$ cat src/pal_pkg.sv
// Shared types and codes for the positional array list.
// Holds the opcode and status codes and the scan-unit control structs.
// No dependencies.
package pal_pkg;

    typedef logic [1:0] opcode_t;
    typedef logic [1:0] status_t;

    // Operation codes carried in each input beat.
    localparam opcode_t OP_INSERT = 2'd0;
    localparam opcode_t OP_DELETE = 2'd1;
    localparam opcode_t OP_LOCATE = 2'd2;

    // Status codes returned in each output beat.
    localparam status_t ST_OK       = 2'd0;
    localparam status_t ST_BADPOS   = 2'd1;
    localparam status_t ST_FULL     = 2'd2;
    localparam status_t ST_NOTFOUND = 2'd3;

    // Commands from the sequencer to the address scan unit.
    typedef struct packed {
        logic start;
        logic up;
        logic stop;
    } scan_ctl_t;

    // Status from the scan unit back to the sequencer.
    typedef struct packed {
        logic rd_en;
        logic pend;
        logic pend_first;
        logic busy;
    } scan_stat_t;

endpackage

$ cat src/pal_ram.sv
// Generic single-write, single-read RAM with a registered read port.
// Width and depth are parameters. No dependencies.
module pal_ram #(
    parameter int WIDTH = 32,
    parameter int DEPTH = 128
) (
    input  logic                     clk,
    input  logic                     wr_en,
    input  logic [$clog2(DEPTH)-1:0] wr_addr,
    input  logic [WIDTH-1:0]         wr_data,
    input  logic                     rd_en,
    input  logic [$clog2(DEPTH)-1:0] rd_addr,
    output logic [WIDTH-1:0]         rd_data
);

    logic [WIDTH-1:0] mem [DEPTH];

    // Write port.
    always_ff @(posedge clk)
    begin
        if (wr_en)
        begin
            mem[wr_addr] <= wr_data;
        end
    end

    // Registered read port.
    always_ff @(posedge clk)
    begin
        if (rd_en)
        begin
            rd_data <= mem[rd_addr];
        end
    end

endmodule

$ cat src/pal_scan.sv
// Address scan unit: walks the RAM read address from a first to a last
// address, one step a cycle, and tracks the read whose data is due.
// Depends on pal_pkg.
module pal_scan #(
    parameter int AW = 7
) (
    input  logic                clk,
    input  logic                rst_n,
    input  pal_pkg::scan_ctl_t  ctl,
    input  logic [AW-1:0]       first_addr,
    input  logic [AW-1:0]       last_addr,
    output pal_pkg::scan_stat_t stat,
    output logic [AW-1:0]       rd_addr,
    output logic [AW-1:0]       pend_addr
);

    import pal_pkg::*;

    logic          more_reg, more_next;
    logic          pend_reg, pend_next;
    logic          first_reg, first_next;
    logic          pend_first_reg, pend_first_next;
    logic          up_reg, up_next;
    logic [AW-1:0] idx_reg, idx_next;
    logic [AW-1:0] last_reg, last_next;
    logic [AW-1:0] pend_addr_reg, pend_addr_next;

    // Step the cursor; a read issued now has its data in the next cycle.
    always_comb
    begin
        more_next       = more_reg;
        pend_next       = more_reg;
        first_next      = first_reg & ~more_reg;
        pend_first_next = more_reg & first_reg;
        up_next         = up_reg;
        idx_next        = idx_reg;
        last_next       = last_reg;
        pend_addr_next  = idx_reg;
        if (more_reg)
        begin
            if (idx_reg == last_reg)
            begin
                more_next = 1'b0;
            end
            else if (up_reg)
            begin
                idx_next = idx_reg + AW'(1);
            end
            else
            begin
                idx_next = idx_reg - AW'(1);
            end
        end
        if (ctl.start)
        begin
            more_next       = 1'b1;
            pend_next       = 1'b0;
            first_next      = 1'b1;
            pend_first_next = 1'b0;
            up_next         = ctl.up;
            idx_next        = first_addr;
            last_next       = last_addr;
        end
        else if (ctl.stop)
        begin
            more_next = 1'b0;
            pend_next = 1'b0;
        end
    end

    // Control state.
    always_ff @(posedge clk or negedge rst_n)
    begin
        if (!rst_n)
        begin
            more_reg       <= 1'b0;
            pend_reg       <= 1'b0;
            first_reg      <= 1'b0;
            pend_first_reg <= 1'b0;
        end
        else
        begin
            more_reg       <= more_next;
            pend_reg       <= pend_next;
            first_reg      <= first_next;
            pend_first_reg <= pend_first_next;
        end
    end

    // Address registers.
    always_ff @(posedge clk)
    begin
        up_reg        <= up_next;
        idx_reg       <= idx_next;
        last_reg      <= last_next;
        pend_addr_reg <= pend_addr_next;
    end

    assign stat.rd_en      = more_reg;
    assign stat.pend       = pend_reg;
    assign stat.pend_first = pend_first_reg;
    assign stat.busy       = more_reg | pend_reg;
    assign rd_addr         = idx_reg;
    assign pend_addr       = pend_addr_reg;

endmodule

$ cat src/positional_array_list.sv
// Top level of the positional array list: sequencer, count and output register.
// Depends on pal_pkg, pal_ram and pal_scan.
//
// Usage:
// Input channel: in_valid/in_stall with opcode, position and item_value.
// Output channel: out_valid/out_stall with status, removed_value,
// found_position and entry_count. Every accepted beat gives one output beat.
// Insert places a value at a 1-based position (1 to count+1), delete takes
// out the entry at a position (1 to count), and locate returns the first
// position holding a value. Out-of-range positions and opcode 3 answer bad
// position; insert into a full list answers full.
// One operation is in flight at a time; in_stall is high until it ends.
// The entries sit in one single-port-read RAM, so every shift or search moves
// one entry per cycle. Insert shifts the entries from the position up, unless
// it appends at count + 1; delete shifts the entries above the position down;
// locate scans from position 1 and stops at the first match. The next beat
// can be accepted in the same cycle that out_valid rises.
// A finished result waits in the output register while out_stall is high; the
// next input beat is accepted meanwhile, and its result waits for the register.
// Reset empties the list and clears both channels; RAM contents are not
// cleared and are read only after they were written.
module positional_array_list #(
    parameter int CAPACITY = 128
) (
    input  logic                   clk,
    input  logic                   rst_n,
    input  logic                   in_valid,
    output logic                   in_stall,
    input  pal_pkg::opcode_t       opcode,
    input  logic [7:0]             position,
    input  logic signed [31:0]     item_value,
    output logic                   out_valid,
    input  logic                   out_stall,
    output pal_pkg::status_t       status,
    output logic signed [31:0]     removed_value,
    output logic [7:0]             found_position,
    output logic [7:0]             entry_count
);

    import pal_pkg::*;

    localparam int AW   = $clog2(CAPACITY);
    localparam int CW   = $clog2(CAPACITY + 1);
    localparam int CMPW = ((CW > 8) ? CW : 8) + 1;

    localparam logic [2:0] S_IDLE    = 3'd0;
    localparam logic [2:0] S_INS     = 3'd1;
    localparam logic [2:0] S_INS_PUT = 3'd2;
    localparam logic [2:0] S_DEL     = 3'd3;
    localparam logic [2:0] S_LOC     = 3'd4;
    localparam logic [2:0] S_DONE    = 3'd5;

    logic [2:0]    state_reg, state_next;
    logic [CW-1:0] count_reg, count_next;
    logic [31:0]   val_reg, val_next;
    logic [AW-1:0] p0_reg, p0_next;
    status_t       res_status_reg, res_status_next;
    logic [31:0]   res_removed_reg, res_removed_next;
    logic [7:0]    res_found_reg, res_found_next;

    logic          out_valid_reg;
    status_t       out_status_reg;
    logic [31:0]   out_removed_reg;
    logic [7:0]    out_found_reg;
    logic [7:0]    out_count_reg;

    scan_ctl_t     scan_ctl;
    scan_stat_t    scan_stat;
    logic [AW-1:0] first_addr, last_addr, rd_addr, pend_addr;

    logic          wr_en;
    logic [AW-1:0] wr_addr;
    logic [31:0]   wr_data;
    logic [31:0]   rd_data;

    logic [CMPW-1:0] pos_ext, cnt_ext, p0_wide;
    logic            ins_ok, del_ok, out_free, in_acc;

    pal_ram #(
        .WIDTH (32),
        .DEPTH (CAPACITY)
    ) u_ram (
        .clk     (clk),
        .wr_en   (wr_en),
        .wr_addr (wr_addr),
        .wr_data (wr_data),
        .rd_en   (scan_stat.rd_en),
        .rd_addr (rd_addr),
        .rd_data (rd_data)
    );

    pal_scan #(
        .AW (AW)
    ) u_scan (
        .clk        (clk),
        .rst_n      (rst_n),
        .ctl        (scan_ctl),
        .first_addr (first_addr),
        .last_addr  (last_addr),
        .stat       (scan_stat),
        .rd_addr    (rd_addr),
        .pend_addr  (pend_addr)
    );

    // Position range checks against the live count.
    assign pos_ext  = CMPW'(position);
    assign cnt_ext  = CMPW'(count_reg);
    assign p0_wide  = pos_ext - CMPW'(1);
    assign ins_ok   = (position != 8'd0) && (pos_ext <= cnt_ext + CMPW'(1));
    assign del_ok   = (position != 8'd0) && (pos_ext <= cnt_ext);
    assign out_free = !out_valid_reg || !out_stall;
    assign in_acc   = in_valid && !in_stall;

    // Sequencer: decode the beat, drive the scan unit and the RAM write port.
    always_comb
    begin
        state_next       = state_reg;
        count_next       = count_reg;
        val_next         = val_reg;
        p0_next          = p0_reg;
        res_status_next  = res_status_reg;
        res_removed_next = res_removed_reg;
        res_found_next   = res_found_reg;
        scan_ctl         = '0;
        first_addr       = '0;
        last_addr        = '0;
        wr_en            = 1'b0;
        wr_addr          = pend_addr;
        wr_data          = rd_data;
        case (state_reg)
            S_IDLE:
            begin
                if (in_valid)
                begin
                    val_next         = item_value;
                    p0_next          = AW'(p0_wide);
                    res_status_next  = ST_OK;
                    res_removed_next = '0;
                    res_found_next   = '0;
                    case (opcode)
                        OP_INSERT:
                        begin
                            if (!ins_ok)
                            begin
                                res_status_next = ST_BADPOS;
                                state_next      = S_DONE;
                            end
                            else if (count_reg == CW'(CAPACITY))
                            begin
                                res_status_next = ST_FULL;
                                state_next      = S_DONE;
                            end
                            else if (cnt_ext == p0_wide)
                            begin
                                state_next = S_INS_PUT;
                            end
                            else
                            begin
                                scan_ctl.start = 1'b1;
                                scan_ctl.up    = 1'b0;
                                first_addr     = AW'(count_reg - CW'(1));
                                last_addr      = AW'(p0_wide);
                                state_next     = S_INS;
                            end
                        end
                        OP_DELETE:
                        begin
                            if (!del_ok)
                            begin
                                res_status_next = ST_BADPOS;
                                state_next      = S_DONE;
                            end
                            else
                            begin
                                scan_ctl.start = 1'b1;
                                scan_ctl.up    = 1'b1;
                                first_addr     = AW'(p0_wide);
                                last_addr      = AW'(count_reg - CW'(1));
                                state_next     = S_DEL;
                            end
                        end
                        OP_LOCATE:
                        begin
                            if (count_reg == '0)
                            begin
                                res_status_next = ST_NOTFOUND;
                                state_next      = S_DONE;
                            end
                            else
                            begin
                                scan_ctl.start = 1'b1;
                                scan_ctl.up    = 1'b1;
                                first_addr     = '0;
                                last_addr      = AW'(count_reg - CW'(1));
                                state_next     = S_LOC;
                            end
                        end
                        default:
                        begin
                            res_status_next = ST_BADPOS;
                            state_next      = S_DONE;
                        end
                    endcase
                end
            end
            S_INS:
            begin
                // Move each entry one place up, from the top down.
                if (scan_stat.pend)
                begin
                    wr_en   = 1'b1;
                    wr_addr = pend_addr + AW'(1);
                end
                if (!scan_stat.busy)
                begin
                    state_next = S_INS_PUT;
                end
            end
            S_INS_PUT:
            begin
                wr_en      = 1'b1;
                wr_addr    = p0_reg;
                wr_data    = val_reg;
                count_next = count_reg + CW'(1);
                state_next = S_DONE;
            end
            S_DEL:
            begin
                // The first read is the removed entry; the rest move down.
                if (scan_stat.pend)
                begin
                    if (scan_stat.pend_first)
                    begin
                        res_removed_next = rd_data;
                    end
                    else
                    begin
                        wr_en   = 1'b1;
                        wr_addr = pend_addr - AW'(1);
                    end
                end
                if (!scan_stat.busy)
                begin
                    count_next = count_reg - CW'(1);
                    state_next = S_DONE;
                end
            end
            S_LOC:
            begin
                if (scan_stat.pend && (rd_data == val_reg))
                begin
                    res_found_next = 8'({1'b0, pend_addr} + (AW + 1)'(1));
                    scan_ctl.stop  = 1'b1;
                    state_next     = S_DONE;
                end
                else if (!scan_stat.busy)
                begin
                    res_status_next = ST_NOTFOUND;
                    state_next      = S_DONE;
                end
            end
            S_DONE:
            begin
                if (out_free)
                begin
                    state_next = S_IDLE;
                end
            end
            default:
            begin
                state_next = S_IDLE;
            end
        endcase
    end

    // Sequencer state and count.
    always_ff @(posedge clk or negedge rst_n)
    begin
        if (!rst_n)
        begin
            state_reg <= S_IDLE;
            count_reg <= '0;
        end
        else
        begin
            state_reg <= state_next;
            count_reg <= count_next;
        end
    end

    // Operand and result holding registers.
    always_ff @(posedge clk)
    begin
        val_reg         <= val_next;
        p0_reg          <= p0_next;
        res_status_reg  <= res_status_next;
        res_removed_reg <= res_removed_next;
        res_found_reg   <= res_found_next;
    end

    // Output register valid flag.
    always_ff @(posedge clk or negedge rst_n)
    begin
        if (!rst_n)
        begin
            out_valid_reg <= 1'b0;
        end
        else if ((state_reg == S_DONE) && out_free)
        begin
            out_valid_reg <= 1'b1;
        end
        else if (!out_stall)
        begin
            out_valid_reg <= 1'b0;
        end
    end

    // Output register payload.
    always_ff @(posedge clk)
    begin
        if ((state_reg == S_DONE) && out_free)
        begin
            out_status_reg  <= res_status_reg;
            out_removed_reg <= res_removed_reg;
            out_found_reg   <= res_found_reg;
            out_count_reg   <= 8'(count_reg);
        end
    end

    assign in_stall       = (state_reg != S_IDLE);
    assign out_valid      = out_valid_reg;
    assign status         = out_status_reg;
    assign removed_value  = out_removed_reg;
    assign found_position = out_found_reg;
    assign entry_count    = out_count_reg;

    // The count never grows past the table.
    assert property (@(posedge clk) disable iff (!rst_n)
        count_reg <= CW'(CAPACITY))
    else $error("entry count exceeds capacity");

    // A shift never writes the entry that is being read in the same cycle.
    assert property (@(posedge clk) disable iff (!rst_n)
        (wr_en && scan_stat.rd_en) |-> (wr_addr != rd_addr))
    else $error("RAM write and read collide");

    // A new output beat only follows a finished operation.
    assert property (@(posedge clk) disable iff (!rst_n)
        $rose(out_valid_reg) |-> $past(state_reg == S_DONE))
    else $error("output beat without a finished operation");

    // An accepted beat always starts an operation.
    assert property (@(posedge clk) disable iff (!rst_n)
        in_acc |=> (state_reg != S_IDLE))
    else $error("accepted beat left the sequencer idle");

    // The scan unit runs only while a shift or search state owns it.
    assert property (@(posedge clk) disable iff (!rst_n)
        scan_stat.busy |-> ((state_reg == S_INS) || (state_reg == S_DEL)
                            || (state_reg == S_LOC)))
    else $error("scan unit busy outside a scan state");

endmodule
$ cat config.mk
export PLATFORM = sky130hd
export DESIGN_NAME = positional_array_list
export DESIGN_NICKNAME = d
export VERILOG_FILES = /design/src/pal_pkg.sv /design/src/pal_ram.sv /design/src/pal_scan.sv /design/src/positional_array_list.sv
export SDC_FILE = /design/constraint.sdc
export NUM_CORES = 2
export LEC_CHECK = 0
export ABC_AREA = 0
export BUFFER_PORTS_ARGS = -buffer_cell sky130_fd_sc_hd__buf_2
export CAP_MARGIN = 20
export CORE_MARGIN = 4
export CORE_UTILIZATION = 42
export DETAILED_ROUTE_END_ITERATION = 6
export GPL_TIMING_DRIVEN = 1
export HOLD_SLACK_MARGIN = 0.03
export PLACE_DENSITY = 0.56
export SLEW_MARGIN = 40
export SYNTH_ARGS = -nofsm -noshare
export SYNTH_HDL_FRONTEND = slang
export SYNTH_SLANG_ARGS = --single-unit
$ cat constraint.sdc
create_clock -name clk -period 13.9 [get_ports clk]
set_input_delay 1.39 -clock clk [delete_from_list [all_inputs] [get_ports clk]]
set_output_delay 1.39 -clock clk [all_outputs]
set_load 0.02 [all_outputs]
Yosys cells after proc, flatten, opt, wreduce, memory -nomap -nowiden
Memories as Yosys holds them, arrays and structs flattened. A register that Yosys moved wholly into a read port is not among the register bits. Cells that the tools add are included.

Output and inout port bits: 52. RAM bits: 4096. Bits in registers: 169. Word-level logic and storage cells: 159. Input port bits: 46. Memories: 1.

Reductions and logical operators: 23. Mux-type cells: 78. Bitwise gates (word level): 4. Order comparisons: 2. $add $sub $neg: 9. Equality and inequality tests: 22.

Memory list: u_ram.mem (words 128, bits a word 32, rd ports 1, clocked after Yosys merged registers in 1, write ports 1, line pal_ram.sv:16) `logic [WIDTH-1:0] mem [DEPTH];`.

Operators with widths (count): 32-bit 2-to-1 mux (4); 7-bit 2-to-1 mux (18); 32-bit one-hot mux with 2 select lines (1); 7-bit one-hot mux with 3 select lines (2); 32-bit == test (1); 8-bit one-hot mux with 2 select lines (2); 2-bit 2-to-1 mux (14); 3-bit 2-to-1 mux (8); 8-bit 2-to-1 mux (3); 1-bit 2-to-1 mux (19); 3-bit one-hot mux with 6 select lines (1); 2-bit inequality test, second input constant (8); 7-bit by 1-bit adder with 7-bit output, second input constant (2); 7-bit one-hot mux with 2 select lines (1); 7-bit by 1-bit subtractor with 7-bit output, second input constant (2); 2-bit one-hot mux with 3 select lines (2); 8-bit by 1-bit adder with 9-bit output, second input constant (1); 8-bit by 9-bit == test with 1-bit output (1); 8-bit by 9-bit less-or-equal comparator with 1-bit output (1); 3-bit one-hot mux with 3 select lines (1); 8-bit by 1-bit subtractor with 9-bit output, second input constant (1); 7-bit by 1-bit adder with 8-bit output, second input constant (1); 8-bit by 1-bit adder with 8-bit output, second input constant (1); 8-bit == test, second input constant (1); 26 further kinds (42).

Logic depth before layout (Yosys ltp)
Depth after elaboration: 10. Gate-level depth with buffers: 14. Mapped depth without buffers: 13.

Modules after synthesis
A second synthesis with hierarchy kept.

Cells, all modules: 6677. Area, all modules: 165145.9 um^2.

Modules (own cells, without submodules): pal_ram (seq. area each 123958.9 um^2, area each 156596.4 um^2, cells each 5990, times used 1); positional_array_list (seq. area each 4234.1 um^2, area each 7412.1 um^2, cells each 597, times used 1); pal_scan (seq. area each 690.7 um^2, area each 1137.3 um^2, cells each 90, times used 1).

Least setup slack after synthesis
OpenSTA, ideal clock, no wires.

Path kind: register to register. From: register u_scan.pend_addr_reg[0], in the netlist u_scan.pend_addr[0]. To: memory u_ram.mem[57][0], enable pin. Path slack: 9.108 ns. Clock period less this slack: 4.792 ns. Cell stages (with the launch flop): 11. Path buffers: 3. Arrival: 4.331 ns. Library setup time: 0.461 ns. Data required time: 13.439 ns. Cell sequence: dfxtp_1 ha_1 and3_1 buf_2 a22o_1 a41oi_2 o221ai_2 a211o_1 buf_2 buf_2 nor3_1.

Word-level cells in the longest chain between the ends: 4. Elaborated cells between the ends (all ways): 6. Those cells by class: add/sub (2); mux (4).

Ends and longest elaborated chain: start: declaration (line pal_scan.sv:26) `logic [AW-1:0] pend_addr_reg, pend_addr_next;`; start signal: assignment (line pal_scan.sv:96) `pend_addr_reg <= pend_addr_next;`; 7-bit by 1-bit subtractor with 7-bit output (line positional_array_list.sv:239) `wr_addr = pend_addr - AW'(1);`; 7-bit 2-to-1 mux (line positional_array_list.sv:232) `if (scan_stat.pend_first)`; 7-bit 2-to-1 mux (line positional_array_list.sv:230) `if (scan_stat.pend)`; 7-bit one-hot mux with 3 select lines (*) (line positional_array_list.sv:130) `case (state_reg)`; end: declaration (line pal_ram.sv:16).

Every way passes the cells marked *; elsewhere a longest branch is shown, timed or not.

==> impl_summary.txt <==
----------------------------------------------------
[Drt]
  Post-detailed-routing wire length ... a little under 500,000 µm
  Post-detailed-route count of antenna-violating nets ... 0
  Number of optimization iterations in the first detailed-route pass ... 7
  DRC violation total after the first TritonRoute iteration ... 11,373
  WL per Instance ... approximately 36 µm
  Average vias per placed instance ... 6.11
  Via count ... 82,973
  Remaining routing DRC violations ... 6

[Power and ir drop]
  Leakage power summed over all cells ... 59.5 nW
  Combinational Power Share ... 0.333
  Cell Pwr Density ... 234 nW/µm²
  Net switching power ... roughly 16 mW
  Switching Fraction ... 0.354
  Internal portion of total power ... 28.6 mW
  Proportion of power drawn by the clock network ... 0.269
  Sequential fraction of design power ... 0.399
  Overall power ... 44.2 mW
  Maximum resistive drop on vdd ... 0.207 mV

[Cells and area]
  Share of final-layout standard cells stronger than drive strength 1 ... 0.270
  Final design utilization ... 0.482
  Leading cell type in the layout, fill and taps excluded ... edfxtp_1
  Post-route cell area ... between 150,000 and 200,000 µm²
  Top library cells by usage in the layout, fill and taps aside ... 4,274 x edfxtp_1, 938 x mux4_2, 444 x clkbuf_16, 359 x mux2i_1, 266 x buf_4
  Register containing the most flip-flops in the final layout ... u_ram.mem
  Layout overhead on the synthesized area ... 14.4%
  Net total in the final layout ... 8,035
  Flip-flop count of the largest register after layout ... 4,096

[Clock tree]
  Number of hold buffers added after CTS ... 0
  Source-to-sink clock delay at the later pin of the worst-skew pair ... 1030 ps
  Post-CTS setup buffers ... 0
  CTS tree ... yes
  Maximum count of clock buffers along a single path ... 4
  Clock-pin slew on the worst setup and hold paths ... 60 ps
  Total clock buffers created by CTS ... 440
  Sinks on the clock net ... 4,297
  CTS root buffer ... clkbuf_16
  CTS-repair resized insts ... 0
  CTS H-Tree Depth ... 5

[Worst setup path]
  Worst Path Required ... between 10,000 and 15,000 ps
  Slowest cell on the critical path ... buf_4
  Peak per-stage delay on the critical path ... 690 ps
  Worst Path Max Fanout ... 34
  Crit path launch type ... flop
  Levels on crit path ... 9
  Crit. Startpoint ... u_scan.rd_addr[0]
  Critical path buffers and inverters ... 3
  Reg2Reg Launch Point ... u_scan.rd_addr[0]
  CP arrival ... 6100 ps
  Kind of cell with the highest combined delay on the critical path ... buffers and inverters
  End point of the critical path ... u_ram.rd_data[18]
  Critical path, cell by cell ... buf_4 -> buf_4 -> buf_4 -> mux4_2 -> a22o_1 -> a221oi_1 -> o22ai_1 -> nor3_2 -> o221ai_1
  Dominant cell type by count on the critical path ... buf_4
  Kind of end point of the critical path ... flop
  Depth of the most critical reg-to-reg path ... 9
  Worst reg-to-reg setup slack ... 8520 ps
  Worst flop-to-flop path endpoint ... u_ram.rd_data[18]
  Setup CP Type ... reg -> reg

[STA]
  Maximum clock frequency ... ~190 MHz
  Unrepaired setup endpoints after global routing ... false
  Post-layout min period ... 5380 ps
  Worst Hold Slack ... 307 ps
  Pins Over Slew Limit ... 0
  Setup total negative slack ... 0 ps
  Hold violation total from the final report ... 0
  Worst slew margin ... 0.379
  Clock skew after layout ... between 90 and 100 ps
  Setup violators final ... 0
  Post-route clock period utilization ... 0.387
  Actual slew at the worst max-slew pin ... roughly 930 ps

[Global route]
  GRT Residual Overflow ... 0
  Antenna violations before repair ... 44
  Wire length of the first global-routing pass ... 670,000 µm
  Via count of the first global-routing pass ... 82,491
  Total global-route track usage ... 0.235
  Maximum number of pins on one net before global-route repair ... 121

[Run]
  Number of maximum-capacitance constraint violations ... 0

[Floorplan]
  Core area ... 393,000 µm²
  Die Y-Extent ... 636 µm
  Initial core utilization ... 0.421
  Area enclosed by the die boundary ... 404,000 µm²
  Std-Cell Rows ... 230
  Chip width ... roughly 640 µm
  Number of top-level pins ... 98

[Logic synthesis]
  Most instantiated flip-flop cell in the synthesis netlist ... edfxtp_1
  Cell taking the most area after synthesis ... edfxtp_1
  Number of distinct library cells after synthesis ... 77
  Main area contributors after synthesis ... edfxtp_1 78%, mux4_2 13%, mux2i_1 2.2%
  Number of synthesized flops with an enable pin ... 4,274
  Netlist area before placement ... 165,000 µm²
  Register area share after synthesis ... 0.779
  Average cell area after synthesis ... 22.0 µm²
  Number of synthesized register bits ... 4,297
  Async set-reset flop share out of synthesis ... 0.00372
  Synthesis Warnings ... 0
  Synthesized net count ... about 7,600
  Yosys top cell area share ... 0.776
  Post-synthesis instance total ... 7,532

[Placement]
  Placed wire-length estimate after detailed placement ... about 280,000 µm
  # port buffers ... 97
  Placed cell areas ... 174,000 µm²
  Final weighted congestion in routability-driven placement ... around 0.86

[Status]
  Failing checks ... design-rule violations
  Outcome ... finished with violations

[Hold path]
  Worst hold path class ... in -> async

----------------------------------------------------
worst min path at each step:
stage                             start                   to  slack [ps]
detailed placement  res_removed_reg[18]    removed_value[18]         400
CTS                               rst_n         state_reg[1]         270
global placement      res_status_reg[1]            status[1]         410
global route                      rst_n            out_valid         300
floorplan             u_scan.rd_addr[4]  u_scan.pend_addr[4]         370
finish                            rst_n      u_scan.pend_reg         310
final cells by class:
type	count	area, µm²
timing repair buffer	426	3480
tap	5220	6530
clock buffer	529	11400
inverter	35	131
antenna	19	47.5
clock inverter	291	3070
sequential	4297	129000
multi-input combinational	2761	35600
fill	31689	203000
cell usage after synthesis (9+ instances only):
cell type  instances
edfxtp_1        4274
mux4_2           938
mux2i_1          360
a22oi_1          203
buf_2            193
clkbuf_1         173
a21oi_1          153
nor3_1           142
nand2_1          118
nor2_1            86
nand3_1           79
o221ai_1          75
o21ai_0           65
o22ai_1           51
mux2_2            47
o211ai_1          44
xor2_1            42
buf_4             40
and2_1            38
and3_1            33
inv_1             33
xnor2_1           33
buf_1             28
ha_1              27
a221oi_1          24
nor2b_1           19
nand2b_1          17
dfrtp_1           16
a2111oi_0         15
a22o_1            15
a32oi_1           15
nand4_1           15
a211oi_1          11
nor4_1             9
cells by family (layout without fill, tap and decap cells):
| logic type | after synthesis | in the layout | synth area share |
|---|---|---|---|
| DFF | 4297 | 4297 | 0.779 |
| muxes | 1345 | 1345 | 0.153 |
| AOI/OAI and AO/OA | 715 | 715 | 0.0300 |
| and+or+nand+nor | 596 | 596 | 0.0184 |
| buffers and inverters | 474 | 1281 | 0.0133 |
| xor gates and xnor gates | 77 | 77 | 0.00424 |
| adders and majority gates | 28 | 28 | 0.00216 |
| other | 0 | 19 | 0 |
power by group through the flow:
stage          combinational [mW]  clock [mW]  sequential, mW
2_1_floorplan                8.04           0            17.7
3_3_place_gp                 14.2           0            17.9
3_5_place_dp                 14.6           0            17.9
4_1_cts                      14.6        12.1            17.6
5_1_grt                      15.3        12.6            17.7
6_report                     14.7        11.9            17.6
metal layers:
layer	up-vias	share of wire	GRT usage
met5	-	0.00018	0
met2	4226	0.47	0.366
met3	719	0.097	0.0489
li1	32840	-	-
met1	45174	0.40	0.337
met4	14	0.032	0.0693
metrics by stage:
| stage | setup slack [ps] | cells |
|---|---|---|
| finish | 8520 | 13578 |
| global placement | 7990 | 12718 |
| floorplan | 9110 | 7532 |
| CTS | 8530 | 13551 |
| global route | 8260 | 13560 |
| detailed placement | 8540 | 12731 |
(Power assumes the default switching activity.)
